--- src/rtc_pkg.sv ---
`timescale 1ns / 1ps

package rtc_pkg;

    localparam int SAMPLE_BITS   = 16;
    localparam int TOL_FRAC_BITS = 8;
    localparam int MAX_SAMPLES   = 65536;

    // Accumulator widths follow from the sample width and the largest set size.
    localparam int CNT_W    = $clog2(MAX_SAMPLES + 1);
    localparam int SUM_W    = SAMPLE_BITS + CNT_W;
    localparam int SQIN_W   = 2 * SAMPLE_BITS - 1;
    localparam int SQ_W     = 2 * SAMPLE_BITS + CNT_W - 2;
    localparam int MAG_W    = SUM_W - 1;
    localparam int MUL_W    = 32;
    localparam int PROD_W   = 2 * MUL_W;
    // n*Q and S*S both stay at or below 2^62; the width must be odd so that the
    // root search starts on an even bit.
    localparam int WIDE_W   = 2 * MAG_W - 1;
    localparam int ROOT_W   = MAG_W;
    localparam int NUM_W    = ROOT_W + TOL_FRAC_BITS;
    localparam int DEN_W    = CNT_W + 6;
    localparam int DIV_CNT_W = $clog2(NUM_W + 1);
    localparam int TOL_W    = 17;
    localparam int DIFF_W   = 16;
    localparam int CMP_W    = DIFF_W + TOL_FRAC_BITS;

    localparam logic [TOL_W-1:0] TOL_MAX     = '1;
    localparam logic [6:0]       TOL_DIVISOR = 7'd100;

    localparam int QUEUE_DEPTH = 2;
    localparam int QCNT_W      = $clog2(QUEUE_DEPTH + 1);
    localparam int QPTR_W      = $clog2(QUEUE_DEPTH);

    localparam logic ACT_CAL = 1'b0;
    localparam logic ACT_CMP = 1'b1;

    localparam logic KIND_VERDICT = 1'b0;
    localparam logic KIND_TOL     = 1'b1;

    typedef struct packed {
        logic                          action;
        logic signed [SAMPLE_BITS-1:0] value_a;
        logic signed [SAMPLE_BITS-1:0] value_b;
        logic                          last_in_group;
        logic                          force_recalibrate;
    } in_item_t;

    typedef struct packed {
        logic              result_kind;
        logic              within_tolerance;
        logic [DIFF_W-1:0] row_max_diff;
        logic [TOL_W-1:0]  tolerance_q;
        logic              calibrated;
    } out_item_t;

    typedef struct packed {
        logic take;
        logic smag_load;
        logic mul_ss;
        logic mul_lo;
        logic mul_hi;
        logic nq_sum;
        logic diff_load;
        logic sqrt_step;
        logic div_load;
        logic div_step;
        logic finish;
    } rtc_cmd_t;

    typedef struct packed {
        logic cal_close;
        logic sqrt_last;
        logic div_last;
    } rtc_status_t;

endpackage

--- src/rtc_outq.sv ---
`timescale 1ns / 1ps

module rtc_outq import rtc_pkg::*; (
    input  logic      aclk,
    input  logic      aresetn,
    input  logic      push_i,
    input  out_item_t data_i,
    output logic      full_o,
    output logic      valid_o,
    input  logic      ready_i,
    output out_item_t data_o
);

    out_item_t         ent_reg [QUEUE_DEPTH];
    logic [QCNT_W-1:0] cnt_reg, cnt_next;
    logic [QPTR_W-1:0] wr_ptr_reg, wr_ptr_next;
    logic [QPTR_W-1:0] rd_ptr_reg, rd_ptr_next;
    logic              pop;

    assign valid_o = (cnt_reg != '0);
    assign full_o  = (cnt_reg == QCNT_W'(QUEUE_DEPTH));
    assign pop     = valid_o && ready_i;
    assign data_o  = ent_reg[rd_ptr_reg];

    always_comb begin
        cnt_next    = cnt_reg;
        wr_ptr_next = wr_ptr_reg;
        rd_ptr_next = rd_ptr_reg;
        if (push_i) begin
            wr_ptr_next = wr_ptr_reg + 1'b1;
        end
        if (pop) begin
            rd_ptr_next = rd_ptr_reg + 1'b1;
        end
        if (push_i && !pop) begin
            cnt_next = cnt_reg + 1'b1;
        end else if (pop && !push_i) begin
            cnt_next = cnt_reg - 1'b1;
        end
    end

    always_ff @(posedge aclk) begin
        if (!aresetn) begin
            cnt_reg    <= '0;
            wr_ptr_reg <= '0;
            rd_ptr_reg <= '0;
        end else begin
            cnt_reg    <= cnt_next;
            wr_ptr_reg <= wr_ptr_next;
            rd_ptr_reg <= rd_ptr_next;
        end
    end

    always_ff @(posedge aclk) begin
        if (push_i) begin
            ent_reg[wr_ptr_reg] <= data_i;
        end
    end

`ifndef ASSERT_OFF
    a_no_push_when_full: assert property (@(posedge aclk) disable iff (!aresetn)
        (cnt_reg == QCNT_W'(QUEUE_DEPTH)) |-> !push_i)
        else $error("result pushed into a full queue");
`endif

endmodule

--- config.mk ---
export PLATFORM = sky130hd
export DESIGN_NAME = rtc_outq
export DESIGN_NICKNAME = d
export VERILOG_FILES = /design/src/rtc_pkg.sv /design/src/rtc_outq.sv
export SDC_FILE = /design/constraint.sdc
export NUM_CORES = 1
export LEC_CHECK = 0
export CAP_MARGIN = 20
export CELL_PAD_IN_SITES_DETAIL_PLACEMENT = 0
export CELL_PAD_IN_SITES_GLOBAL_PLACEMENT = 2
export CORE_MARGIN = 2
export CORE_UTILIZATION = 50
export CTS_BUF_LIST = sky130_fd_sc_hd__clkbuf_8
export DETAILED_ROUTE_END_ITERATION = 8
export DONT_BUFFER_PORTS = 1
export PLACE_DENSITY_LB_ADDON = 0.1
export SYNTH_ARGS = -nofsm -noshare
export SYNTH_HDL_FRONTEND = slang
export SYNTH_SLANG_ARGS = --single-unit
--- constraint.sdc ---
create_clock -name aclk -period 4.4 [get_ports aclk]
set_input_delay 0.44 -clock aclk [delete_from_list [all_inputs] [get_ports aclk]]
set_output_delay 0.44 -clock aclk [all_outputs]
set_load 0.005 [all_outputs]
# Word level (Yosys, flattened, before mapping)
# Memories as Yosys holds them, arrays and structs flattened. A register that Yosys moved wholly into a read port is not among the register bits.
# Cells that the tools add are included.
# classes
n_addsub	4
eq_ne	1
n_mux	6
n_reduce_logical	7
# op_table
operator	n
1-bit two-way mux	4
2-bit two-way mux	2
2-bit nonzero test	2
1-bit logical AND	3
1-bit adder, second input constant	2
2-bit by 1-bit adder with 2-bit output, second input constant	1
2-bit == test, second input constant	1
1-bit zero test	2
2-bit by 1-bit subtractor with 2-bit output, second input constant	1
# word_totals
register_bits	4
mem_bits_rw	72
input_bits	40
out_inout_bits	38
mem_count	1
# mem_list
memory	depth	word_bits	rd	rd_ports_with_merged_regs	write_ports	line_no	rtl
ent_reg	2	36	1	1	1	rtc_outq.sv:14	out_item_t ent_reg [QUEUE_DEPTH];

# Longest topological paths before layout
# Gate-level depths: netlist of the first run.
# logic_depth
word_depth	5
ltp_mapped	5

# Worst setup path after synthesis of the first run
# Ideal clock, no wire load.
# synth_path
path_type	input to register
start	in push_i
end	mem ent_reg[0][0] (netlist bit), enable pin
arrival_ns	2.089
setup_slack_ns	1.876
stages	1
path_buffers	0
cell_sequence	nor2b_1
# synth_via
elab_chain_len	2
# synth_rtl
item	line_no	rtl
start: declaration	rtc_outq.sv:6	input logic push_i,
1-bit two-way mux	rtc_outq.sv:55	if (push_i) begin
1-bit two-way mux (implied by the code)	rtc_outq.sv:56	ent_reg[wr_ptr_reg] <= data_i;
end: declaration	rtc_outq.sv:14	
# Every way passes these cells.

==> results.tsv, run 1 <==
metric	value	unit
core area	5470	um2
Seq cells post-synth	77	
critical path type	reg -> out	
CTS root buf	clkbuf_8	
worst setup margin	2.31	ns
CTS tree	done	
cell family with most CP delay	flip-flops	
CP Buf/Inv Count	0	
post-synth net total	175	
largest net degree at the start of global routing	38	
Detailed Route WL	4.05	mm
maximum clock rate	479	MHz
DR WL/cell	18.5	um
Crit. End Element	output port	
sequential area share after synthesis	0.804	
Crit. path cell count	1	
Worst EP required	3.96	ns
CP max stage cell	dfxtp_2	
number of distinct library cells after synthesis	16	
WHS Path Cells	0	
worst vdd ir	0.000275	V
worst-path fanout max	36	
antenna violations before repair	0	
CP arrival	1.65	ns
Synth Cell Area	2820	um2
commonest non-fill, non-tap cell in the layout	edfxtp_1	
crit-path cells	mux2_2	
PostCTS Resize Cnt	0	
CTS Hold Bufs	0	
PD cells	530	nW/um2
Iteration-0 DRC Markers	104	
number of flip-flops in the largest register	72	
routability cong.	0.597	
max-slew headroom at the worst pin	0.423	
max_cap viols	0	
die height	79.0	um
clock tree sinks	77	
Setup Total Neg Slack	0	ns
vias per inst	5.30	
Post-Syn Area per Cell	21.0	um2
Detailed Routing Iterations Pass 1	4	
Tot GR Track Use	0.135	
Worst Reg2Reg Path Length in Cells	1	
Starting Density	0.514	
drt drc	0	
Overflow after GRT	0	
CTS Buf Count	9	
worst hold slack	0.199	ns
Yosys warning count	0	
most frequent cells in the layout	edfxtp_1, mux2_2, clkbuf_8	
layout overhead on the synthesized area	9.73	%
Final #Nets	183	
worst-margin pin slew	0.865	ns
Lkg Pwr	1.01	nW
RSZ-0062 raised after global routing	false	
status	complete, no violations	
clock insertion delay at the later pin of the skew report	0.33	ns
vias in the first global route	1261	
Hold Crit Class	in -> reg	
Syn Inst Count	134	
Ports	78	
Yosys top cell area share	0.768	
Die X	79.0	um
Clock Path Buffers	2	
diode count	0	
worst slack, placed	2.61	ns
min Tclk post-route	2.09	ns
fin util	0.564	
clock slew at reported path FFs	0.08	ns
Slew Limit Fails	0	
layout cells sized above 1	0.361	
std cell rows	27	
cell taking the most area after synthesis	edfxtp_1	
IO buf count	0	
die area	6250	um2
H-tree depth	3	
setup violators final	0	
final hold vios	0	
crit path launch type	flip-flop	
vias	1161	
antenna viol nets, final	0	
clk_skew	0.00766	ns
post-CTS setup buffer count	0	
first-pass GRT wire length	5.95	mm
Area contributors post-synth	edfxtp_1, mux2_2, dfxtp_1	
CP peak stage delay	0.86	ns
period utilization	0.474	
## power breakdown
group	internal [mW]	switching, mW
logic	0.145	0.0884
clock network	0.253	0.221
registers	0.858	0.0709
total	1.26	0.381
## through the flow
step	power (mW)	std cells	instance area [um2]
finish	1.64	219	3090
detailed placement	1.19	202	2890
floorplan	1.15	134	2820
CTS	1.66	218	3070
global placement	1.17	202	2890
global route	1.71	219	3090
## final timing paths
path	endpoint	slack, ns	startpoint
setup reg to reg	ent_reg[1][16]$_DFFE_PP_	2.87	wr_ptr_reg$_SDFFE_PN0P_
setup / recovery	data_o[16]	2.31	flip-flop
hold / removal	ent_reg[0][26]$_DFFE_PP_	0.20	data_i[26]
hold reg to reg	cnt_reg[1]$_SDFFE_PN0P_	0.53	cnt_reg[1]$_SDFFE_PN0P_
## kinds of logic (layout without fill, tap and decap cells)
logic type	after synthesis	count (layout)	synth area share
compound gates	4	4	0.00889
xor+xnor	3	3	0.00934
buf+inv	4	17	0.00978
mux	36	36	0.144
simple gates	9	9	0.0200
flops	77	77	0.804
fa+ha+maj	1	1	0.00444
## cell type report
| type | count | area, um2 |
|---|---|---|
| multi-input cells | 53 | 534 |
| repair buffers | 1 | 20.0 |
| clock inverters | 7 | 57.6 |
| fillers | 440 | 2380 |
| clock buffers | 9 | 124 |
| flip-flops and latches | 77 | 2260 |
| well taps | 72 | 90.1 |
## synth_stat cells (all sizes together)
master / number
xor2: 1
mux2: 36
edfxtp: 72
nor2b: 3
or2: 1
a21boi: 1
and2: 4
or3: 1
xnor2: 2
o21ai: 2
buf: 4
ha: 1
dfxtp: 5
o21a: 1
## layer usage
| metal | track usage | vias to the layer above | routed length (um) |
|---|---|---|---|
| met5 | 0 | - | 0 |
| met4 | 0.0879 | 0 | 80 |
| met3 | 0.0568 | 7 | 372 |
| met2 | 0.228 | 49 | 2190 |
| met1 | 0.136 | 570 | 1410 |
| li1 | - | 535 | - |
(Power assumes the default switching activity.)
==> run 2, diff against run 1 <==
CORE_UTILIZATION = 42   (was 50)
clock period = 1.8 ns   (was 4.4 ns; I/O delays follow)
==> run 2 against run 1 <==
Against the previous run:
- the flow now finishes with violations (DRC)
- total power grew to 2.7 times the previous value
- sequential cell count did not move
- global-route usage decreased by 0.40 points
- non-clock buffer count rose by 40
- final cell count rose by 21%
- critical endpoint is now data_o[14]
- via count up 14%
- clock power rose to 3.1 times the previous value
- hold slack lost 0.13 ns
- sequential share of layout area fell by 9.5 points
- die area up 18%
- highest routed layer unchanged
- sequential power increased by 130%
- clock skew shrank 0.0039 ns
==> results.tsv, run 2 (same netlist as run 1, synthesis figures left out) <==
metric	value	unit	change
routability cong.	0.688		+15%
CP peak stage delay	0.40	ns	-0.46 ns
Iteration-0 DRC Markers	61		-41%
Slew Limit Fails	0		unchanged
layout overhead on the synthesized area	26.1	%	
RSZ-0062 raised after global routing	false		
clock power share	0.330		+0.040
worst-path fanout max	24		-33%
CTS Buf Count	9		unchanged
Worst Reg2Reg Path Length in Cells	4		+3
combinational power share	0.182		+0.039
Lkg Pwr	1.21	nW	+20%
crit path launch type	flip-flop		
worst hold start	push_i		
DR WL/cell	17.0	um	-8.3%
clock slew at reported path FFs	0.07	ns	about the same
Reg-to-Reg End	cnt_reg[1]$_SDFFE_PN0P_		
vias per inst	5.00		-5.8%
Worst EP required	1.62	ns	-2.34 ns
max_cap viols	0		unchanged
Tot GR Track Use	0.131		-0.00403
register area	2260	um2	unchanged
hpwl dp	2.88	mm	
CP arrival	1.36	ns	-0.29 ns
Ports	78		unchanged
Hold Path End	wr_ptr_reg$_SDFFE_PN0P_		
Clock Path Buffers	2		unchanged
setup violators final	0		unchanged
flop-to-flop setup slack	0.37	ns	-2.50 ns
sw power	0.969	mW	+150%
WHS Path Cells	2		+2
most frequent cells in the layout	edfxtp_1, dlygate4sd3_1, mux2_2		
drt drc	2		+2
Setup Total Neg Slack	0	ns	unchanged
Overflow after GRT	0		unchanged
CP max stage cell	mux2_2		
antenna viol nets, final	0		unchanged
violated checks	DRC		
critical path type	reg -> out		
vias in the first global route	1424		+13%
Crit. End Element	output port		
Detailed Routing Iterations Pass 1	6		+2
worst hold slack	0.0731	ns	-0.126 ns
Detailed Route WL	4.48	mm	+11%
launching point of the worst reg2reg path	cnt_reg[0]$_SDFFE_PN0P_		
Post-Layout Cell Count	264		+21%
vias	1319		+14%
IO buf count	0		unchanged
H-tree depth	3		unchanged
period utilization	0.857		
switching share of power	0.220		-0.0125
clock tree sinks	77		unchanged
# placed instances	211		+4.5%
Int Pwr	3.43	mW	+170%
first-pass GRT wire length	6.93	mm	+17%
crit-path cells	buf_4, mux2_2		
final hold vios	0		unchanged
worst vdd ir	0.000702	V	+160%
commonest non-fill, non-tap cell in the layout	edfxtp_1		
clk_skew	0.00380	ns	-0.00387 ns
clock insertion delay at the later pin of the skew report	0.33	ns	about the same
layout cells sized above 1	0.305		-0.0557
Layout fillers	507		+15%
cell area after layout	3550	um2	+15%
max-slew headroom at the worst pin	0.786		+0.363
Flop pwr share	0.488		-0.080
status	finished with violations		
number of flip-flops in the largest register	72		unchanged
largest net degree at the start of global routing	37		-2.6%
antenna violations before repair	0		unchanged
min Tclk post-route	1.54	ns	
placed cell area	2950	um2	+2.1%
std cell rows	29		+7.4%
die area	7370	um2	+18%
maximum clock rate	648	MHz	
CTS root buf	clkbuf_8		
PostCTS Resize Cnt	0		unchanged
Hold Crit Class	in -> reg		
Final #Nets	223		+22%
PD cells	1240	nW/um2	+130%
CTS tree	done		
core area	6420	um2	+17%
Die X	85.9	um	+8.6%
Starting Density	0.438		-0.0761
post-CTS setup buffer count	0		unchanged
die height	85.9	um	+8.6%
diode count	0		unchanged
worst-margin pin slew	0.321	ns	-0.544 ns
area of the multi-input gates	534	um2	unchanged
[run 2: power groups by stage]
stage	logic, mW	registers [mW]	clock network (mW)
6_report	0.801	2.15	1.45
5_1_grt	0.874	2.16	1.59
3_5_place_dp	0.746	2.19	0
4_1_cts	0.831	2.15	1.50
2_1_floorplan	0.631	2.17	0
3_3_place_gp	0.735	2.18	0
[run 2: timing repair]
item,CTS,global route
setup endpoints to repair,0,0
hold buffers,37,0
hold endpoints to repair,77,0
[run 2: critical path, delay by kind of cell (launching register included)]
family,cells,cell delay [ns]
DFF,1,0.33
buffers and inverters,1,0.30
muxes,1,0.40
[run 2: how the worst max path moves through the flow]
stage | end | startpoint | depth (start not counted)
final | data_o[14] | flip-flop | 2
after global placement | cnt_reg[1]$_SDFFE_PN0P_ | cnt_reg[0]$_SDFFE_PN0P_ | 4
after detailed placement | cnt_reg[1]$_SDFFE_PN0P_ | cnt_reg[0]$_SDFFE_PN0P_ | 4
after CTS | data_o[14] | flip-flop | 2
after global routing | data_o[14] | flip-flop | 2
after floorplan | ent_reg[0][0]$_DFFE_PP_ | wr_ptr_reg$_SDFFE_PN0P_ | 1
[run 2: area by class of cell]
| class | count | share of cell area |
|---|---|---|
| Clock buffer | 9 | 0.0349 |
| Clock inverter | 7 | 0.0300 |
| Multi-Input combinational cell | 53 | 0.151 |
| Sequential cell | 77 | 0.638 |
| Tap cell | 77 | 0.0271 |
| Timing Repair Buffer | 41 | 0.120 |
[run 2: per-stage QoR]
stage,util,power [mW],setup WS [ns]
5_1_grt,0.553,4.62,0.174
2_1_floorplan,-,2.80,0.106
3_3_place_gp,0.459,2.92,0.445
4_1_cts,0.553,4.48,0.204
3_5_place_dp,0.459,2.94,0.370
6_report,0.553,4.40,0.257
[run 2: per-layer routing]
| metal | track usage | wire [um] | vias up | part of all wire |
|---|---|---|---|---|
| li1 | - | - | 615 | - |
| met1 | 0.139 | 1700 | 656 | 0.38 |
| met2 | 0.222 | 2440 | 42 | 0.54 |
| met3 | 0.0481 | 278 | 6 | 0.062 |
| met4 | 0.0779 | 62 | 0 | 0.014 |
| met5 | 0 | 0 | - | 0 |
