==> config.mk <==
export PLATFORM = sky130hd
export DESIGN_NAME = rtc_ctrl
export DESIGN_NICKNAME = d
export VERILOG_FILES = /design/src/rtc_pkg.sv /design/src/rtc_ctrl.sv
export SDC_FILE = /design/constraint.sdc
export NUM_CORES = 1
export LEC_CHECK = 0
export BUFFER_PORTS_ARGS = -buffer_cell sky130_fd_sc_hd__buf_4
export CORE_MARGIN = 1.5
export CORE_UTILIZATION = 36
export CTS_CLUSTER_DIAMETER = 50
export DETAILED_ROUTE_END_ITERATION = 6
export SLEW_MARGIN = 20
export SYNTH_ARGS = -nofsm -noshare
export SYNTH_HDL_FRONTEND = slang
export SYNTH_SLANG_ARGS = --single-unit
export TNS_END_PERCENT = 10
==> constraint.sdc <==
create_clock -name aclk -period 2.3 [get_ports aclk]
set_input_delay 0 -clock aclk [delete_from_list [all_inputs] [get_ports aclk]]
set_output_delay 0 -clock aclk [all_outputs]
set_load 0.1 [all_outputs]
==> src/rtc_pkg.sv <==
`timescale 1ns / 1ps

package rtc_pkg;

    localparam int SAMPLE_BITS   = 16;
    localparam int TOL_FRAC_BITS = 8;
    localparam int MAX_SAMPLES   = 65536;

    // Accumulator widths follow from the sample width and the largest set size.
    localparam int CNT_W    = $clog2(MAX_SAMPLES + 1);
    localparam int SUM_W    = SAMPLE_BITS + CNT_W;
    localparam int SQIN_W   = 2 * SAMPLE_BITS - 1;
    localparam int SQ_W     = 2 * SAMPLE_BITS + CNT_W - 2;
    localparam int MAG_W    = SUM_W - 1;
    localparam int MUL_W    = 32;
    localparam int PROD_W   = 2 * MUL_W;
    // n*Q and S*S both stay at or below 2^62; the width must be odd so that the
    // root search starts on an even bit.
    localparam int WIDE_W   = 2 * MAG_W - 1;
    localparam int ROOT_W   = MAG_W;
    localparam int NUM_W    = ROOT_W + TOL_FRAC_BITS;
    localparam int DEN_W    = CNT_W + 6;
    localparam int DIV_CNT_W = $clog2(NUM_W + 1);
    localparam int TOL_W    = 17;
    localparam int DIFF_W   = 16;
    localparam int CMP_W    = DIFF_W + TOL_FRAC_BITS;

    localparam logic [TOL_W-1:0] TOL_MAX     = '1;
    localparam logic [6:0]       TOL_DIVISOR = 7'd100;

    localparam int QUEUE_DEPTH = 2;
    localparam int QCNT_W      = $clog2(QUEUE_DEPTH + 1);
    localparam int QPTR_W      = $clog2(QUEUE_DEPTH);

    localparam logic ACT_CAL = 1'b0;
    localparam logic ACT_CMP = 1'b1;

    localparam logic KIND_VERDICT = 1'b0;
    localparam logic KIND_TOL     = 1'b1;

    typedef struct packed {
        logic                          action;
        logic signed [SAMPLE_BITS-1:0] value_a;
        logic signed [SAMPLE_BITS-1:0] value_b;
        logic                          last_in_group;
        logic                          force_recalibrate;
    } in_item_t;

    typedef struct packed {
        logic              result_kind;
        logic              within_tolerance;
        logic [DIFF_W-1:0] row_max_diff;
        logic [TOL_W-1:0]  tolerance_q;
        logic              calibrated;
    } out_item_t;

    typedef struct packed {
        logic take;
        logic smag_load;
        logic mul_ss;
        logic mul_lo;
        logic mul_hi;
        logic nq_sum;
        logic diff_load;
        logic sqrt_step;
        logic div_load;
        logic div_step;
        logic finish;
    } rtc_cmd_t;

    typedef struct packed {
        logic cal_close;
        logic sqrt_last;
        logic div_last;
    } rtc_status_t;

endpackage

==> src/rtc_ctrl.sv <==
`timescale 1ns / 1ps

module rtc_ctrl import rtc_pkg::*; (
    input  logic        aclk,
    input  logic        aresetn,
    input  logic        s_valid_i,
    output logic        s_ready_o,
    input  logic        q_full_i,
    input  rtc_status_t sts_i,
    output rtc_cmd_t    cmd_o
);

    typedef enum logic [10:0] {
        ST_IDLE     = 11'b000_0000_0001,
        ST_PREP     = 11'b000_0000_0010,
        ST_MUL_SS   = 11'b000_0000_0100,
        ST_MUL_LO   = 11'b000_0000_1000,
        ST_MUL_HI   = 11'b000_0001_0000,
        ST_NQ_SUM   = 11'b000_0010_0000,
        ST_DIFF     = 11'b000_0100_0000,
        ST_SQRT     = 11'b000_1000_0000,
        ST_DIV_LOAD = 11'b001_0000_0000,
        ST_DIV      = 11'b010_0000_0000,
        ST_FINISH   = 11'b100_0000_0000
    } state_t;

    state_t state_reg, state_next;
    logic   take;

    assign s_ready_o = (state_reg == ST_IDLE) && !q_full_i;
    assign take      = s_valid_i && s_ready_o;

    always_comb begin
        state_next = state_reg;
        unique case (state_reg)
            ST_IDLE: begin
                if (take && sts_i.cal_close) begin
                    state_next = ST_PREP;
                end
            end
            ST_PREP:     state_next = ST_MUL_SS;
            ST_MUL_SS:   state_next = ST_MUL_LO;
            ST_MUL_LO:   state_next = ST_MUL_HI;
            ST_MUL_HI:   state_next = ST_NQ_SUM;
            ST_NQ_SUM:   state_next = ST_DIFF;
            ST_DIFF:     state_next = ST_SQRT;
            ST_SQRT: begin
                if (sts_i.sqrt_last) begin
                    state_next = ST_DIV_LOAD;
                end
            end
            ST_DIV_LOAD: state_next = ST_DIV;
            ST_DIV: begin
                if (sts_i.div_last) begin
                    state_next = ST_FINISH;
                end
            end
            ST_FINISH:   state_next = ST_IDLE;
            default:     state_next = ST_IDLE;
        endcase
    end

    always_ff @(posedge aclk) begin
        if (!aresetn) begin
            state_reg <= ST_IDLE;
        end else begin
            state_reg <= state_next;
        end
    end

    assign cmd_o.take      = take;
    assign cmd_o.smag_load = (state_reg == ST_PREP);
    assign cmd_o.mul_ss    = (state_reg == ST_MUL_SS);
    assign cmd_o.mul_lo    = (state_reg == ST_MUL_LO);
    assign cmd_o.mul_hi    = (state_reg == ST_MUL_HI);
    assign cmd_o.nq_sum    = (state_reg == ST_NQ_SUM);
    assign cmd_o.diff_load = (state_reg == ST_DIFF);
    assign cmd_o.sqrt_step = (state_reg == ST_SQRT);
    assign cmd_o.div_load  = (state_reg == ST_DIV_LOAD);
    assign cmd_o.div_step  = (state_reg == ST_DIV);
    assign cmd_o.finish    = (state_reg == ST_FINISH);

`ifndef ASSERT_OFF
    a_div_to_finish: assert property (@(posedge aclk) disable iff (!aresetn)
        (state_reg == ST_DIV && sts_i.div_last) |=> (state_reg == ST_FINISH))
        else $error("division end did not lead to the finish step");
    a_finish_needs_room: assert property (@(posedge aclk) disable iff (!aresetn)
        (state_reg == ST_FINISH) |-> !q_full_i)
        else $error("tolerance ready but the result queue is full");
`endif

endmodule

### After elaboration in Yosys (flattened, before gate mapping)

Index checks and enable logic that the tools add are counted.

| operators by class | value |
|---|---|
| add/sub/neg operators | 0 |
| multipliers | 0 |
| div/mod/pow operators | 0 |
| magnitude comparators | 0 |
| eq/ne operators | 14 |
| shifts and indexed selects | 0 |
| mux-type cells | 4 |
| bitwise logic cells | 0 |
| reduce and logical (&&, ||, !) cells | 5 |

Operators with widths:

| cell | count |
|---|---|
| one-hot mux 11 bit (10 select lines) | 1 |
| 2-to-1 mux 11 bit | 3 |
| equality test 11 x 1 -> 1 bit, second input constant | 1 |
| equality test 11 x 10 -> 1 bit, second input constant | 1 |
| equality test 11 bit, second input constant | 1 |
| equality test 11 x 2 -> 1 bit, second input constant | 1 |
| equality test 11 x 3 -> 1 bit, second input constant | 1 |
| equality test 11 x 4 -> 1 bit, second input constant | 1 |
| equality test 11 x 5 -> 1 bit, second input constant | 1 |
| equality test 11 x 6 -> 1 bit, second input constant | 1 |
| equality test 11 x 7 -> 1 bit, second input constant | 1 |
| equality test 11 x 8 -> 1 bit, second input constant | 1 |
| equality test 11 x 9 -> 1 bit, second input constant | 1 |
| != test 2 bit, second input constant | 2 |
| logical AND 1 bit | 3 |
| AND reduction 3 bit | 1 |
| != test 2 x 1 -> 1 bit, second input constant | 1 |
| logical NOT 1 bit | 1 |

| word-level totals | value |
|---|---|
| register bits | 11 |
| latch bits | 0 |
| RAM bits | 0 |
| bits in read-only memories | 0 |
| bits of input ports | 7 |
| output and inout port bits | 12 |
| logic and storage cells | 24 |
| memories kept | 0 |

### Logic depth before layout (Yosys ltp)

Gate-level depths: netlist (run 1).

| logic depth | value |
|---|---|
| depth in word-level cells | 6 |
| depth in mapped cells | 5 |
| depth with buffers taken out | 4 |

### Worst setup path after synthesis (run 1)

No wires, ideal clock.

| timing | value |
|---|---|
| path kind | reg-to-output |
| start | reg state_reg[4] |
| end | out cmd_o[0] (netlist name) |
| arrival | 3,999 ps |
| required time | 2,300 ps |
| path slack | -1,699 ps |
| stages on the path, launching flop included | 4 |
| path buffers | 0 |
| path through | dfxtp_1 > nor4_4 > nand2_1 > nor4b_1 |

RTL lines:

| element | RTL line | text |
|---|---|---|
| start: declaration | rtc_ctrl.sv:27 | `state_t state_reg, state_next;` |
| start signal: assignment | rtc_ctrl.sv:67 | `state_reg <= state_next;` |
| end: declaration | rtc_ctrl.sv:10 | `output rtc_cmd_t cmd_o` |

### Worst setup path in the final report (run 1)

| timing | value |
|---|---|
| start | reg state_reg[4] |
| end | reg state_reg[5] |

| on the way | value |
|---|---|
| longest elaborated chain between the ends | 6 |
| elaborated cells on any way between the ends | 18 |
| classes of those cells | 13 x eq/ne; 1 x mux; 4 x reduce/logical |

Ends and longest elaborated chain:

| element | RTL line | text |
|---|---|---|
| equality test 11 x 1 -> 1 bit | rtc_ctrl.sv:30, rtc_ctrl.sv:35 |  |
| logical AND 1 bit | rtc_ctrl.sv:30 | `assign s_ready_o = (state_reg == ST_IDLE) && !q_full_i;` |
| logical AND 1 bit | rtc_ctrl.sv:31 | `assign take = s_valid_i && s_ready_o;` |
| logical AND 1 bit | rtc_ctrl.sv:37 | `if (take && sts_i.cal_close) begin` |
| != test 2 x 1 -> 1 bit (no line) | n/a |  |
| AND reduction 3 bit (no line) | n/a |  |

Parallel ways exist; a longest one is shown, timed or not.
A chain may end at the register's enable or synchronous reset.

==> results of run 1 <==
-- tightest hold or removal path: cells and delay by family --
family          cells  cell delay [ps]
simple gates        2               70
buf+inv             1               80
compound gates      1              140
-- per-stage QoR --
stage,setup slack (ps),utilization,instances
global route,43.3,0.542,134
finish,227,0.542,134
floorplan,1.73,-,82
CTS,194,0.542,134
detailed placement,224,0.510,127
global placement,269,0.510,127
-- placed cells by master (no fill, tap or decap) --
| master | netlist | layout |
|---|---|---|
| or2b_1 | 1 | 1 |
| a2111oi_2 | 1 | 1 |
| clkbuf_1 | 0 | 1 |
| or4_1 | 1 | 1 |
| a311o_1 | 1 | 1 |
| o311ai_1 | 1 | 1 |
| nor2b_1 | 5 | 5 |
| nor3_1 | 1 | 1 |
| dfxtp_1 | 11 | 11 |
| or3_1 | 1 | 1 |
| o2111a_1 | 1 | 1 |
| a2111oi_1 | 4 | 4 |
| nand4_1 | 4 | 4 |
| xor2_1 | 4 | 4 |
| inv_1 | 5 | 5 |
| nor2_1 | 13 | 13 |
| buf_4 | 1 | 22 |
| clkbuf_4 | 0 | 3 |
| and3_1 | 1 | 1 |
| nand4b_2 | 1 | 1 |
| nand2b_1 | 5 | 5 |
| nor3b_1 | 1 | 1 |
| dlygate4sd3_1 | 0 | 3 |
| o21ai_0 | 2 | 2 |
| a221oi_1 | 1 | 1 |
| nand4b_1 | 1 | 1 |
| nor4_4 | 2 | 2 |
| nor4b_1 | 2 | 1 |
| nand3_1 | 4 | 4 |
| nor3_2 | 1 | 1 |
| nand2_1 | 2 | 2 |
| and2b_1 | 1 | 1 |
| a211oi_1 | 2 | 2 |
| nor4b_4 | 0 | 1 |
-- how the worst max path moves through the flow --
stage,end,depth (start not counted),from,slack [ps]
3_5_place_dp,state_reg[5],4,state_reg[4],220
5_1_grt,state_reg[5],4,state_reg[4],40
6_report,state_reg[5],4,state_reg[4],230
4_1_cts,state_reg[5],4,state_reg[4],190
3_3_place_gp,state_reg[5],4,state_reg[4],270
2_1_floorplan,cmd_o[7],3,state_reg[4],2
-- timing repair --
| action | 4_1_cts | 5_1_grt |
|---|---|---|
| hold buffers | 3 | 0 |
| endpoints found under the hold margin | 2 | 0 |
| gates resized for setup | 0 | 0 |
| setup endpoints to repair | 0 | 0 |
-- per-layer routing --
metal,GRT usage,up-vias,wire length [um]
met2,0.289,12,834
met3,0.0226,4,48
met1,0.242,312,832
li1,-,359,-
met4,0.100,0,28
met5,0,-,0
-- final cells by class --
type | count | share of cell area
Clock buffer | 4 | 0.0272
Inverter | 5 | 0.0194
Multi-Input combinational cell | 64 | 0.491
Sequential cell | 11 | 0.228
Tap cell | 25 | 0.0324
Timing Repair Buffer | 25 | 0.202
-- power by group --
group	internal, uW	switching (uW)	total (uW)
clock	67.3	67.0	134
combinational	55.0	96.1	151
sequential	195	10.3	205
total	317	173	491
-- cell families (layout without fill, tap and decap cells) --
| family | count (synthesis) | in the layout | share of synthesized area |
|---|---|---|---|
| AO/OA/AOI/OAI | 13 | 13 | 0.167 |
| XOR/XNOR | 4 | 4 | 0.0493 |
| AND/OR/NAND/NOR | 47 | 47 | 0.430 |
| buffers and inverters | 7 | 34 | 0.0440 |
| flip-flops | 11 | 11 | 0.310 |
==> impl_metrics.ini, run 1 <==
[outcome]
status = finished clean

[power]
leakage_uw = 0.000405
power_density_nw_per_um2 = 508
power_uw = 491
peakVddDrop_v = 0.000320

[clocking]
cts_tree = built
cts-root-buf = clkbuf_4
cts.sinks = 11
path_clk_slew_ps = 70
htreeDepth = 1
postCtsSetupBuffers = 0
insertion_delay_ps = 270
cts_buffers = 3
clockBufferDepth = 2

[final_layout]
fill_cells = 165
area_growth_pct = 35.9
diodes = 0
largest_register_ff_count = 11
multi_input_area_sq_um = 474
layout-drive-gt1-share = 0.284
fin_nets = 117
stdcell_area_sq_um = 966
seqCellArea_sq_um = 220

[floorplan]
die_w_um = 47.4
die_area_sq_um = 2250
die_y_um = 47.4
core_area_sq_um = 1780
row_count = 15
io_pins = 19
start_util = 0.399

[setup_path]
cp_cell_sequence = nor4_4, nand4b_2, or4_1, a2111oi_1
critical_path.max_fanout = 8
start_kind = flop
r2r_cells = 4
worst-setup-path-type = flop to flop
crit_arrival_ps = 2220
critPathSlowestCell = or4_1
endpoint_kind = flop
rr_endpoint = state_reg[5]
required_ps = 2450
cpPeakStageDelay_ps = 600
worst_path_dominant_cell_family = simple AND/OR/NAND/NOR gates
r2r_slack_ps = 230
cp_num_buf_inv = 0
r2r-start = state_reg[4]

[timing]
tns_ps = 0
rsz0062_at_grt = no
relSlewSlack = 0.696
fmax_mhz = 482
setup_viol_count_final = 0
final.min_clock_period_ps = 2070
final_hold_viol_count = 0
fin_skew_ps = 1.46
worst_pin_slew_ps = 448
fin_crit_sh = 0.901
slew_viol_final = 0
whs_ps = 62.4

[route]
vias = 687
drt_iter0_markers = 8
drt_pass1_iterations = 4
routed_via_density = 5.13
drtAntennaViolNets = 0
wl_mm = 1.74
wl_per_cell_um = 13.0
drc_errors = 0

[synth]
synth_warnings = 0
syn_area_sq_um = 711
netlist_top_cells_count = nor2_1 (13), dfxtp_1 (11), inv_1 (5), nand2b_1 (5), nor2b_1 (5)
syn_nets = 89
synth_flop_cell = dfxtp_1
synth_edf_count = 0
synth-async-reset-ratio = 0
synth_seq_cells = 11
avgSynthCellArea_sq_um = 8.67
synth_cells = 82
synth_top_cell_by_area = dfxtp_1
synth_cell_types = 31
yosysMostFrequentCell = nor2_1
synth_top_cell_area_share = 0.310
ys_top_cells_by_area = dfxtp_1 (31%), nor2_1 (6.9%), nor4_4 (6.0%)
yosysSeqAreaShare = 0.310

[hold_path]
worst_hold_path_type = input pin to flop
whs_path_depth = 4
hold_end = state_reg[9]
hold_start = sts_i[0]

[global_routing]
grt_use_total = 0.183
antenna_found_initial = 0
grt_pass1_vias = 615
grt_pass1_wl_mm = 2.78
grt_max_degree = 9
grt.overflow.total = 0

[place]
gp_congestion = 0.771
dpl_cell_area_sq_um = 910
hpwl_mm = 1.31
io_buffers = 18

[job]
max_cap_violations = 0
(Power assumes the default switching activity.)
==> run 2: changes to the inputs <==
Settings changed: CORE_UTILIZATION 36 to 50, PLACE_DENSITY set to 0.76.
==> impl_metrics.ini, run 2 (synthesis gave the netlist of run 1 again) <==
[final_layout]
final_cells = 123
largest_register_ff_count = 11
fill_cells = 94
fin_nets = 116
area_growth_pct = 32.7
layout-drive-gt1-share = 0.287
diodes = 0
final_cell_mix = buf_4 (22), nor2_1 (13), dfxtp_1 (11)
final_common_cell = buf_4

[route]
drtAntennaViolNets = 0
wl_per_cell_um = 13.7
drc_errors = 0
drt_iter0_markers = 15
vias = 707
routed_via_density = 5.75
drt_pass1_iterations = 4
wl_mm = 1.68

[setup_path]
cp_cell_sequence = nor4_4, nand4b_2, or4_1, a2111oi_1
start_kind = flop
crit_arrival_ps = 2230
cp_num_buf_inv = 0
required_ps = 2450
critical_path.max_fanout = 8
cpPeakStageDelay_ps = 600
worst-setup-path-type = flop to flop
worst_path_dominant_cell_family = simple AND/OR/NAND/NOR gates
endpoint_kind = flop
critPathSlowestCell = or4_1

[place]
gp_congestion = 0.820
place_inst = 117
hpwl_mm = 1.37
pre_cts_slack_ps = 232
io_buffers = 18

[timing]
tns_ps = 0
final_hold_viol_count = 1
setup_viol_count_final = 0
worst_pin_slew_ps = 356
whs_ps = -0.455
rsz0062_at_grt = no
slew_viol_final = 0
fmax_mhz = 481
fin_skew_ps = 2.71
final.setup.worst_slack_ps = 220
fin_crit_sh = 0.905
relSlewSlack = 0.762
final.min_clock_period_ps = 2080

[global_routing]
grt_use_total = 0.234
grt_pass1_wl_mm = 2.49
antenna_found_initial = 0
grt.overflow.total = 0
grt_pass1_vias = 581
grt_max_degree = 10

[clocking]
cts.sinks = 11
cts_tree = built
path_clk_slew_ps = 80
insertion_delay_ps = 280
htreeDepth = 1
cts_buffers = 3
postCtsSetupBuffers = 0
cts-root-buf = clkbuf_4
clockBufferDepth = 2

[floorplan]
io_pins = 19
die_y_um = 40.7
core_area_sq_um = 1320
die_area_sq_um = 1660
start_util = 0.539
die_w_um = 40.7
row_count = 13

[hold_path]
worst_hold_path_type = input pin to flop

[power]
peakVddDrop_v = 0.000500
leakage_uw = 0.000400
power_uw = 495
power_density_nw_per_um2 = 524

[job]
max_cap_violations = 0

[outcome]
violations = negative hold slack
status = finished, violations left
## run 2: worst paths after layout
| path | start | endpoint | slack [ps] | cells after the start |
|---|---|---|---|---|
| worst max register to register | state_reg[6] | state_reg[3] | 220 | 4 |
| worst min register to register | state_reg[5] | state_reg[6] | 610 | 2 |
| worst max-delay path | state_reg[6] | state_reg[3] | 220 | 4 |
| worst min-delay path | aresetn | state_reg[7] | -0.5 | 3 |
## run 2: area by class of cell
class	instances	area, sq um	area share
multi-input cells	64	474	0.503
flip-flops and latches	11	220	0.233
repair buffers	24	185	0.196
clock buffers	4	26.3	0.0279
inverters	5	18.8	0.0199
well taps	15	18.8	0.0199
## run 2: metal layers
metal	routed length, um	vias up	GRT usage
li1	-	361	-
met1	773	327	0.290
met2	824	14	0.389
met3	59	5	0.0489
met4	26	0	0.100
met5	0	-	0
## run 2: report_power, final
part           leakage (uW)  switching, uW  internal (uW)
clock network     0.0000150           73.5           67.3
logic              0.000296           95.6           54.2
registers         0.0000888           9.30            195
## run 2: timing repair
item,CTS,global route
hold buffers,2,0
hold endpoints to repair,1,0
resized for setup,0,0
## run 2: worst register-to-register path, cell delays in order, from the launching register on
cell       delay, ps
dfxtp_1          370
nor4_4           350
nand4b_2         170
or4_1            600
a2111oi_1        480
## run 2: through the flow
step | area (sq um) | utilization
floorplan | 726 | -
global placement | 897 | 0.681
detailed placement | 897 | 0.681
CTS | 943 | 0.716
global route | 943 | 0.716
finish | 943 | 0.716
