$ cat src/rtc_pkg.sv
`timescale 1ns / 1ps

package rtc_pkg;

    localparam int SAMPLE_BITS   = 16;
    localparam int TOL_FRAC_BITS = 8;
    localparam int MAX_SAMPLES   = 65536;

    // Accumulator widths follow from the sample width and the largest set size.
    localparam int CNT_W    = $clog2(MAX_SAMPLES + 1);
    localparam int SUM_W    = SAMPLE_BITS + CNT_W;
    localparam int SQIN_W   = 2 * SAMPLE_BITS - 1;
    localparam int SQ_W     = 2 * SAMPLE_BITS + CNT_W - 2;
    localparam int MAG_W    = SUM_W - 1;
    localparam int MUL_W    = 32;
    localparam int PROD_W   = 2 * MUL_W;
    // n*Q and S*S both stay at or below 2^62; the width must be odd so that the
    // root search starts on an even bit.
    localparam int WIDE_W   = 2 * MAG_W - 1;
    localparam int ROOT_W   = MAG_W;
    localparam int NUM_W    = ROOT_W + TOL_FRAC_BITS;
    localparam int DEN_W    = CNT_W + 6;
    localparam int DIV_CNT_W = $clog2(NUM_W + 1);
    localparam int TOL_W    = 17;
    localparam int DIFF_W   = 16;
    localparam int CMP_W    = DIFF_W + TOL_FRAC_BITS;

    localparam logic [TOL_W-1:0] TOL_MAX     = '1;
    localparam logic [6:0]       TOL_DIVISOR = 7'd100;

    localparam int QUEUE_DEPTH = 2;
    localparam int QCNT_W      = $clog2(QUEUE_DEPTH + 1);
    localparam int QPTR_W      = $clog2(QUEUE_DEPTH);

    localparam logic ACT_CAL = 1'b0;
    localparam logic ACT_CMP = 1'b1;

    localparam logic KIND_VERDICT = 1'b0;
    localparam logic KIND_TOL     = 1'b1;

    typedef struct packed {
        logic                          action;
        logic signed [SAMPLE_BITS-1:0] value_a;
        logic signed [SAMPLE_BITS-1:0] value_b;
        logic                          last_in_group;
        logic                          force_recalibrate;
    } in_item_t;

    typedef struct packed {
        logic              result_kind;
        logic              within_tolerance;
        logic [DIFF_W-1:0] row_max_diff;
        logic [TOL_W-1:0]  tolerance_q;
        logic              calibrated;
    } out_item_t;

    typedef struct packed {
        logic take;
        logic smag_load;
        logic mul_ss;
        logic mul_lo;
        logic mul_hi;
        logic nq_sum;
        logic diff_load;
        logic sqrt_step;
        logic div_load;
        logic div_step;
        logic finish;
    } rtc_cmd_t;

    typedef struct packed {
        logic cal_close;
        logic sqrt_last;
        logic div_last;
    } rtc_status_t;

endpackage

$ cat src/rtc_dp.sv
`timescale 1ns / 1ps

module rtc_dp import rtc_pkg::*; (
    input  logic        aclk,
    input  logic        aresetn,
    input  in_item_t    in_data_i,
    input  rtc_cmd_t    cmd_i,
    output rtc_status_t sts_o,
    output logic        res_push_o,
    output out_item_t   res_o
);

    // Set and tolerance state.
    logic               has_tol_reg, has_tol_next;
    logic [TOL_W-1:0]   tol_reg, tol_next;
    logic               set_prog_reg, set_prog_next;
    logic               ignoring_reg, ignoring_next;
    logic [DIFF_W-1:0]  row_max_reg, row_max_next;

    // Accumulators.
    logic [CNT_W-1:0]   cnt_reg, cnt_next;
    logic [SUM_W-1:0]   sum_reg, sum_next;
    logic [SQ_W-1:0]    sq_sum_reg, sq_sum_next;
    logic [SQIN_W-1:0]  sq_reg;
    logic               sq_vld_reg;

    // Closing arithmetic.
    logic [MAG_W-1:0]     smag_reg;
    logic [PROD_W-1:0]    prod_reg;
    logic [WIDE_W-1:0]    ss_reg;
    logic [WIDE_W-1:0]    nq_reg;
    logic [WIDE_W-1:0]    x_reg;
    logic [WIDE_W-1:0]    res_reg;
    logic [WIDE_W-1:0]    bit_reg;
    logic [NUM_W-1:0]     num_reg;
    logic [DEN_W-1:0]     rem_reg;
    logic [DEN_W-1:0]     den_reg;
    logic [DIV_CNT_W-1:0] div_cnt_reg;

    logic                      first;
    logic                      ign_eff;
    logic                      is_cal, is_cmp;
    logic                      acc_en;
    logic [CNT_W-1:0]          cnt_base;
    logic [SUM_W-1:0]          sum_base;
    logic [SQ_W-1:0]           sq_sum_base;
    logic [SUM_W-1:0]          a_ext;
    logic signed [2*SAMPLE_BITS-1:0] sq_full;
    logic [SUM_W-1:0]          sum_neg;
    logic [SAMPLE_BITS:0]      d_raw;
    logic [SAMPLE_BITS:0]      d_abs;
    logic [DIFF_W-1:0]         diff;
    logic [DIFF_W-1:0]         rmax_cur;
    logic                      ok;
    logic [MUL_W-1:0]          mul_a, mul_b;
    logic [WIDE_W:0]           trial;
    logic                      trial_ok;
    logic [DEN_W:0]            rem_sh;
    logic                      div_ge;
    logic [DEN_W:0]            rem_sub;
    logic [TOL_W-1:0]          tol_new;

    assign first   = !set_prog_reg;
    assign ign_eff = first ? (has_tol_reg && !in_data_i.force_recalibrate) : ignoring_reg;
    assign is_cal  = cmd_i.take && (in_data_i.action == ACT_CAL);
    assign is_cmp  = cmd_i.take && (in_data_i.action == ACT_CMP);
    assign acc_en  = is_cal && !ign_eff && (first || (cnt_reg < CNT_W'(MAX_SAMPLES)));

    assign sts_o.cal_close = (in_data_i.action == ACT_CAL) && in_data_i.last_in_group
                             && !ign_eff;
    assign sts_o.sqrt_last = bit_reg[0];
    assign sts_o.div_last  = (div_cnt_reg == DIV_CNT_W'(1));

    // The first item of a set starts from cleared sums.
    assign cnt_base    = (is_cal && first) ? '0 : cnt_reg;
    assign sum_base    = (is_cal && first) ? '0 : sum_reg;
    assign sq_sum_base = (is_cal && first) ? '0 : sq_sum_reg;
    assign a_ext       = {{(SUM_W-SAMPLE_BITS){in_data_i.value_a[SAMPLE_BITS-1]}},
                          in_data_i.value_a};
    assign sq_full     = $signed(in_data_i.value_a) * $signed(in_data_i.value_a);
    assign sum_neg     = '0 - sum_reg;

    assign cnt_next    = acc_en ? cnt_base + 1'b1 : cnt_base;
    assign sum_next    = acc_en ? sum_base + a_ext : sum_base;
    // Squares land in the cycle after their transfer.
    assign sq_sum_next = sq_vld_reg ? sq_sum_base + SQ_W'(sq_reg) : sq_sum_base;

    // Row maximum and verdict.
    assign d_raw    = {in_data_i.value_a[SAMPLE_BITS-1], in_data_i.value_a}
                      - {in_data_i.value_b[SAMPLE_BITS-1], in_data_i.value_b};
    assign d_abs    = d_raw[SAMPLE_BITS] ? ('0 - d_raw) : d_raw;
    assign diff     = d_abs[DIFF_W-1:0];
    assign rmax_cur = (diff > row_max_reg) ? diff : row_max_reg;
    assign ok       = has_tol_reg
                      && ({rmax_cur, {TOL_FRAC_BITS{1'b0}}} < CMP_W'(tol_reg));

    // One shared multiplier covers S*S and the two halves of n*Q.
    always_comb begin
        if (cmd_i.mul_ss) begin
            mul_a = smag_reg;
            mul_b = smag_reg;
        end else if (cmd_i.mul_lo) begin
            mul_a = MUL_W'(cnt_reg);
            mul_b = sq_sum_reg[MUL_W-1:0];
        end else begin
            mul_a = MUL_W'(cnt_reg);
            mul_b = MUL_W'(sq_sum_reg[SQ_W-1:MUL_W]);
        end
    end

    assign trial    = {1'b0, res_reg} + {1'b0, bit_reg};
    assign trial_ok = ({1'b0, x_reg} >= trial);

    assign rem_sh  = {rem_reg, num_reg[NUM_W-1]};
    assign div_ge  = (rem_sh >= {1'b0, den_reg});
    assign rem_sub = rem_sh - {1'b0, den_reg};

    always_comb begin
        if (den_reg == '0) begin
            tol_new = '0;
        end else if (|num_reg[NUM_W-1:TOL_W]) begin
            tol_new = TOL_MAX;
        end else begin
            tol_new = num_reg[TOL_W-1:0];
        end
    end

    always_comb begin
        has_tol_next  = has_tol_reg;
        tol_next      = tol_reg;
        set_prog_next = set_prog_reg;
        ignoring_next = ignoring_reg;
        row_max_next  = row_max_reg;
        if (is_cal) begin
            set_prog_next = !in_data_i.last_in_group;
            ignoring_next = in_data_i.last_in_group ? 1'b0 : ign_eff;
        end
        if (is_cmp) begin
            row_max_next = in_data_i.last_in_group ? '0 : rmax_cur;
        end
        if (cmd_i.finish) begin
            has_tol_next = 1'b1;
            tol_next     = tol_new;
        end
    end

    always_ff @(posedge aclk) begin
        if (!aresetn) begin
            has_tol_reg  <= 1'b0;
            tol_reg      <= '0;
            set_prog_reg <= 1'b0;
            ignoring_reg <= 1'b0;
            row_max_reg  <= '0;
            sq_vld_reg   <= 1'b0;
        end else begin
            has_tol_reg  <= has_tol_next;
            tol_reg      <= tol_next;
            set_prog_reg <= set_prog_next;
            ignoring_reg <= ignoring_next;
            row_max_reg  <= row_max_next;
            sq_vld_reg   <= acc_en;
        end
    end

    always_ff @(posedge aclk) begin
        cnt_reg    <= cnt_next;
        sum_reg    <= sum_next;
        sq_sum_reg <= sq_sum_next;
        sq_reg     <= sq_full[SQIN_W-1:0];

        if (cmd_i.smag_load) begin
            smag_reg <= sum_reg[SUM_W-1] ? sum_neg[MAG_W-1:0] : sum_reg[MAG_W-1:0];
        end
        if (cmd_i.mul_ss || cmd_i.mul_lo || cmd_i.mul_hi) begin
            prod_reg <= PROD_W'(mul_a) * PROD_W'(mul_b);
        end
        if (cmd_i.mul_lo) begin
            ss_reg <= prod_reg[WIDE_W-1:0];
        end
        if (cmd_i.mul_hi) begin
            nq_reg <= prod_reg[WIDE_W-1:0];
        end
        if (cmd_i.nq_sum) begin
            nq_reg <= nq_reg + {prod_reg[WIDE_W-MUL_W-1:0], {MUL_W{1'b0}}};
        end

        // Digit-by-digit square root, one result bit per cycle.
        if (cmd_i.diff_load) begin
            x_reg   <= (nq_reg > ss_reg) ? nq_reg - ss_reg : '0;
            res_reg <= '0;
            bit_reg <= {1'b1, {(WIDE_W-1){1'b0}}};
        end else if (cmd_i.sqrt_step) begin
            if (trial_ok) begin
                x_reg   <= x_reg - trial[WIDE_W-1:0];
                res_reg <= (res_reg >> 1) + bit_reg;
            end else begin
                res_reg <= res_reg >> 1;
            end
            bit_reg <= bit_reg >> 2;
        end

        // Restoring division; quotient bits shift in behind the dividend.
        if (cmd_i.div_load) begin
            num_reg     <= {res_reg[ROOT_W-1:0], {TOL_FRAC_BITS{1'b0}}};
            rem_reg     <= '0;
            den_reg     <= DEN_W'(cnt_reg) * DEN_W'(TOL_DIVISOR);
            div_cnt_reg <= DIV_CNT_W'(NUM_W);
        end else if (cmd_i.div_step) begin
            rem_reg     <= div_ge ? rem_sub[DEN_W-1:0] : rem_sh[DEN_W-1:0];
            num_reg     <= {num_reg[NUM_W-2:0], div_ge};
            div_cnt_reg <= div_cnt_reg - 1'b1;
        end
    end

    assign res_push_o = cmd_i.finish || (is_cmp && in_data_i.last_in_group);

    always_comb begin
        if (cmd_i.finish) begin
            res_o.result_kind      = KIND_TOL;
            res_o.within_tolerance = 1'b0;
            res_o.row_max_diff     = '0;
            res_o.tolerance_q      = tol_new;
            res_o.calibrated       = 1'b1;
        end else begin
            res_o.result_kind      = KIND_VERDICT;
            res_o.within_tolerance = ok;
            res_o.row_max_diff     = rmax_cur;
            res_o.tolerance_q      = tol_reg;
            res_o.calibrated       = has_tol_reg;
        end
    end

`ifndef ASSERT_OFF
    a_tol_needs_flag: assert property (@(posedge aclk) disable iff (!aresetn)
        (tol_reg != '0) |-> has_tol_reg)
        else $error("tolerance held without the calibrated flag");
    a_finish_sets_flag: assert property (@(posedge aclk) disable iff (!aresetn)
        cmd_i.finish |=> has_tol_reg)
        else $error("calibrated flag not set after finishing");
    a_root_complete: assert property (@(posedge aclk) disable iff (!aresetn)
        cmd_i.div_load |-> (bit_reg == '0))
        else $error("division started before the root search ended");
`endif

endmodule

$ cat config.mk
export PLATFORM = sky130hd
export DESIGN_NAME = rtc_dp
export DESIGN_NICKNAME = d
export VERILOG_FILES = /design/src/rtc_pkg.sv /design/src/rtc_dp.sv
export SDC_FILE = /design/constraint.sdc
export NUM_CORES = 2
export LEC_CHECK = 0
export ABC_AREA = 1
export BUFFER_PORTS_ARGS = -buffer_cell sky130_fd_sc_hd__buf_2
export CELL_PAD_IN_SITES_DETAIL_PLACEMENT = 1
export CELL_PAD_IN_SITES_GLOBAL_PLACEMENT = 2
export CORE_UTILIZATION = 36
export DETAILED_ROUTE_END_ITERATION = 12
export MAX_ROUTING_LAYER = met4
export PLACE_DENSITY = 0.86
export REMOVE_ABC_BUFFERS = 1
export SETUP_SLACK_MARGIN = 0.5
export SYNTH_ARGS = -nofsm -noshare
export SYNTH_HDL_FRONTEND = slang
export SYNTH_SLANG_ARGS = --single-unit
$ cat constraint.sdc
create_clock -name aclk -period 7.9 [get_ports aclk]
set_clock_uncertainty 0.05 [all_clocks]
set_input_delay 0.79 -clock aclk [delete_from_list [all_inputs] [get_ports aclk]]
set_output_delay 0.79 -clock aclk [all_outputs]
set_load 0.02 [all_outputs]
After elaboration in Yosys (flattened, before gate mapping)
Cells that the tools add are included.
{ "totals": {"reg_bits": 634, "latchBits": 0, "mem_bits_rw": 0, "rom_bits": 0, "inputBits": 48, "output_inout_bits": 40, "elab_cells": 99, "mem_count": 0} }
{ "classes": {"n_addsub": 13, "n_mul": 3, "div_mod_pow": 0, "magnitude_cmp": 6, "eq_ne": 1, "n_shift": 0, "muxes": 28, "n_bitwise": 1, "n_reduce_logical": 25} }
{ "op_table": {"columns": ["cell", "count"], "rows": [
  ["two-way mux 63 bit", 7],
  ["two-way mux 32 bit", 4],
  ["subtractor 63 bit", 2],
  ["two-way mux 47 bit", 2],
  ["two-way mux 40 bit", 2],
  ["two-way mux 17 bit", 4],
  ["two-way mux 33 bit", 2],
  ["adder 63 x 63 -> 64 bit", 1],
  ["greater-or-equal comparator 63 x 64 -> 1 bit", 1],
  ["adder 62 x 63 -> 63 bit", 1],
  ["adder 63 bit", 1],
  ["> comparator 63 bit", 1],
  ["multiplier 32 x 32 -> 63 bit", 1],
  ["two-way mux 16 bit", 3],
  ["adder 47 x 31 -> 47 bit", 1],
  ["two-way mux 36 bit", 1],
  ["adder 33 bit", 1],
  ["subtractor 1 x 32 -> 32 bit, first input constant", 1],
  ["multiplier 16 x 16 -> 31 bit", 1],
  ["greater-or-equal comparator 24 x 23 -> 1 bit", 1],
  ["less-than comparator 24 x 17 -> 1 bit", 1],
  ["logical NOT 23 bit", 1],
  ["two-way mux 23 bit", 1],
  ["OR reduction 23 bit", 1],
  ["16 further kinds", 35]
]} }

Logic depth before layout (Yosys ltp)
{ "depth": {"ltp_word": 8, "depth_mapped": 41, "mapped_depth_nobuf": 40} }

Worst setup path before layout
Ideal clock, no wire load.
{ "synth_timing": {"kind": "in2reg", "startpoint": "input port cmd_i[8] (netlist name)", "endpoint": "register prod_reg[43] (data pin)", "setup_time_ns": 0.265, "arrival_time_ns": 7.939, "required_ns": 7.585, "setup_slack_ns": -0.355, "path_stages": 30, "path_buffers": 3, "cell_sequence": "clkbuf_1 clkbuf_1 nand2_1 o21ai_0 clkinv_1 clkbuf_1 nor2_1 fa_1 fa_1 fa_1 inv_1 fa_1 inv_1 fa_1 inv_1 fa_1 inv_1 fa_1 fa_1 ha_1 nand2_1 nor2_1 inv_1 nor3_1 and3_1 a21oi_1 o21ai_0 a31oi_1 o21ai_0 xor2_1"} }
{ "synth_via": {"elab_chain_len": 2, "word_cells_on_any_way": 3, "cone_classes": "mul (1); mux (2)"} }
{ "synth_lines": {"columns": ["element", "line_no", "source"], "rows": [
  ["from (decl)", "rtc_dp.sv:7", "input rtc_cmd_t cmd_i,"],
  ["two-way mux 32 bit", "rtc_dp.sv:99", "if (cmd_i.mul_ss) begin"],
  ["multiplier 32 x 32 -> 63 bit *", "rtc_dp.sv:175", "prod_reg <= PROD_W'(mul_a) * PROD_W'(mul_b);"],
  ["to (signal assigned)", "rtc_dp.sv:175", null],
  ["to (decl)", "rtc_dp.sv:29", "logic [PROD_W-1:0] prod_reg;"]
]} }
Every way passes the cells marked *; elsewhere a longest branch is shown, timed or not.
A chain may end at the register's enable or synchronous reset.

Worst setup path in the final report
{ "layout_timing": {"startpoint": "input port cmd_i[7] (netlist name)", "endpoint": "register prod_reg[52] (data pin)"} }
{ "layout_via": {"elab_chain_len": 3} }
{ "layout_lines": {"columns": ["element", "line_no", "source"], "rows": [
  ["two-way mux 32 bit", "rtc_dp.sv:102", "end else if (cmd_i.mul_lo) begin"],
  ["two-way mux 32 bit", "rtc_dp.sv:99", null],
  ["multiplier 32 x 32 -> 63 bit", "rtc_dp.sv:175", null]
]} }
Every way passes these cells.

==> run summary <==
RUN STATUS
-----------------------------------------------------------------------------------------
Status ..................................................................... complete, no violations

CRITICAL PATH
-----------------------------------------------------------------------------------------
Library cell contributing the largest single delay on the critical path .... sky130_fd_sc_hd__fa_2
Critical path class ........................................................    in -> reg
Most repeated library cell on the critical path ............................ sky130_fd_sc_hd__buf_6
Signal arrival time at the worst endpoint ..................................      8.16 ns
Required time at the worst-slack endpoint ..................................      8.34 ns
Max stage delay on crit path ...............................................      0.56 ns
Crit start category ........................................................ primary input
Maximum fanout along the worst path ........................................            8
CP endpoint kind ...........................................................         flop

DRT
-----------------------------------------------------------------------------------------
Number of vias after detailed routing ......................................        82144
Vias per std cell ..........................................................         5.09
1st-pass router iterations .................................................            6
Remaining number of nets flagged by the antenna check after routing ........            0
Routed wirelength normalized by instance count .............................      21.1 µm
Wirelength, routed .........................................................    340000 µm
Remaining design rule violation count ......................................            0
Iteration-0 DRC Markers ....................................................         4296

CTS
-----------------------------------------------------------------------------------------
Buffer levels on the longest clock path ....................................            3
H-tree depth reported by CTS ...............................................            3
Clock buffer count from CTS ................................................           82
Sink count of the clock tree ...............................................          633
CTS tree ...................................................................         done
Clk slew on worst S/H paths ................................................      0.06 ns
Hold-fix buffers at CTS ....................................................            0
Clk root buf ............................................................... sky130_fd_sc_hd__clkbuf_16
Skew-Pair Late Insertion Delay .............................................      0.75 ns

FLOORPLAN
-----------------------------------------------------------------------------------------
Total core area ............................................................   251000 µm²
Chip height ................................................................       504 µm
IO Count ...................................................................           88
Die ar. ....................................................................   254000 µm²
FP Rows ....................................................................          184
Die outline width ..........................................................       504 µm
Starting density of the core ...............................................        36.2%

TIMING
-----------------------------------------------------------------------------------------
Pins Over Slew Limit .......................................................            0
Setup repair after global routing missed its margin ........................          yes
Total of endpoints with negative setup slack in the final report ...........            0
Fraction of the cycle the final worst path needs ...........................        97.8%
Top achievable clock speed .................................................    0.129 GHz
Crit path time final .......................................................      7.73 ns
Transition time of the tightest slew-check pin .............................      1.25 ns
Final hold violation count .................................................            0
Crit path setup slack, layout ..............................................     0.175 ns
Relative slew slack ........................................................        16.2%

PLACEMENT
-----------------------------------------------------------------------------------------
Buffers added on ports .....................................................           87
GP Congestion ..............................................................        0.962
Half-perimeter wire length of the detailed placement result ................    286000 µm
Instance area after placement ..............................................    99800 µm²
Placed cells ...............................................................        15928
Worst slack at placement ...................................................    -0.870 ns

HOLD PATH
-----------------------------------------------------------------------------------------
Path category of the worst min-delay check .................................    in -> reg

LOGIC SYNTHESIS
-----------------------------------------------------------------------------------------
Share of Yosys cell area claimed by the top area cell type .................        25.2%
Synth Instances ............................................................        12139
Synthesized flop and latch total ...........................................          633
Syn_area_per_cell ..........................................................     7.49 µm²
Post-Synthesis Cell Area ...................................................    90900 µm²
Library cells used by synthesis ............................................           66
Dominant cells by area after synthesis ..................................... sky130_fd_sc_hd__fa_1 25%, sky130_fd_sc_hd__inv_1 11%, sky130_fd_sc_hd__edfxtp_1 11%
EDFF count, synth ..........................................................          337
Count of synthesis-stage warnings from yosys ...............................            0
Register area share after synthesis ........................................        17.7%
Flip-flop cell with the highest count after synthesis ...................... sky130_fd_sc_hd__edfxtp_1
Most area-hungry cell type in the Yosys netlist ............................ sky130_fd_sc_hd__fa_1
Proportion of register bits with asynchronous set or reset after synthesis .           0%

GLOBAL ROUTE
-----------------------------------------------------------------------------------------
Vias in the first global route .............................................        90584
Pin count of the biggest net entering global routing .......................           94
Wire length of the first global-routing pass ...............................    527000 µm
Total Routing Usage GR .....................................................        27.3%
Antenna violations before repair ...........................................            5
Leftover overflow at the end of global routing .............................            0

FINAL LAYOUT
-----------------------------------------------------------------------------------------
Most frequent standard cell in the layout excluding fill and tap cells ..... sky130_fd_sc_hd__inv_1
Finished layout cell area ..................................................   105000 µm²
Synthesis-to-layout area growth ............................................        15.6%
Commonest cells after routing, fill and taps aside ......................... 2700 x sky130_fd_sc_hd__inv_1, 2477 x sky130_fd_sc_hd__nand2_1, 1096 x sky130_fd_sc_hd__fa_1
Fraction of final layout cells sized beyond drive strength 1 ...............        10.8%
Number of nets at the end of the flow ......................................        14663
Non-filler instance count after layout .....................................        16147

FLOW RUN
-----------------------------------------------------------------------------------------
Number of maximum-capacitance constraint violations ........................            0

-- metrics by stage --
step                util [%]  hold WS, ns  setup TNS, ns
finish                  41.8        0.396              0
global placement        39.7        0.391         -23.13
detailed placement      39.7        0.388         -27.11
CTS                     41.4        0.324              0
global route            41.8        0.364         -0.191
floorplan                  -        0.376         -39.22
-- logic make-up (layout without fill, tap and decap cells) --
logic type / after synthesis / after routing / synth area share, %
buffers and inverters: 3116 / 3773 / 13.0
other: 0 / 3 / 0
DFF: 633 / 633 / 17.7
and+or+nand+nor: 4373 / 4373 / 19.4
xor gates and xnor gates: 424 / 424 / 4.09
muxes: 1 / 1 / 0.0110
adders and majority gates: 1887 / 1887 / 35.4
AOI/OAI and AO/OA: 1705 / 1705 / 10.4
-- path summary, 6_finish.rpt --
path           startpoint            to  slack (ns)  cells past startpoint
min              cmd_i[4]   res_reg[62]        0.40                      2
min reg2reg  prod_reg[41]    ss_reg[41]        0.40                      0
max              cmd_i[7]  prod_reg[52]        0.17                     35
max reg2reg   smag_reg[8]  prod_reg[50]        0.28                     32
-- synth_stat cells, types with 63 or more instances --
library cell	count
sky130_fd_sc_hd__nand2_1	2518
sky130_fd_sc_hd__edfxtp_1	337
sky130_fd_sc_hd__o21ai_0	603
sky130_fd_sc_hd__dfxtp_1	296
sky130_fd_sc_hd__nand3_1	431
sky130_fd_sc_hd__xnor2_1	169
sky130_fd_sc_hd__nand4_1	67
sky130_fd_sc_hd__a31oi_1	84
sky130_fd_sc_hd__nor3_1	89
sky130_fd_sc_hd__a21oi_1	682
sky130_fd_sc_hd__a21o_1	63
sky130_fd_sc_hd__clkbuf_1	259
sky130_fd_sc_hd__fa_1	1146
sky130_fd_sc_hd__ha_1	741
sky130_fd_sc_hd__xor2_1	255
sky130_fd_sc_hd__inv_1	2766
sky130_fd_sc_hd__nor2_1	1128
-- routing by layer --
metal  share of wire, %  GRT usage [%]  wire, µm  vias to the layer above
li1                   -              -         -                    38655
met1                 42           32.5    142000                    41231
met2                 50           47.4    170000                     1643
met3                3.7           2.52     12400                      615
met4                4.7           11.0     16100                        0
met5                  0              -         0                        -
-- timing repair --
item,4_1_cts,5_1_grt
resized for setup,251,254
endpoints found under the setup margin,42,45
gates cloned,3,0
setup buffers,35,26
pin swaps,83,51
-- critical path: cells and delay by family --
kind	cells	cell delay, ns
AOI/OAI and AO/OA	6	1.07
xor gates and xnor gates	1	0.15
adders and majority gates	9	4.12
buffers and inverters	15	1.59
and+or+nand+nor	4	0.39
-- layout make-up --
class / instances / area, µm²
diodes: 3 / 7.51
clock buffers: 108 / 2250
clock inverters: 44 / 593
fillers: 31046 / 146000
inverters: 2802 / 10600
multi-input cells: 8390 / 64700
flip-flops and latches: 633 / 16000
well taps: 3348 / 4190
repair buffers: 819 / 6730
Power is not shown: default switching activity piles up to over one toggle a cycle in this logic, so the estimate is an artifact.
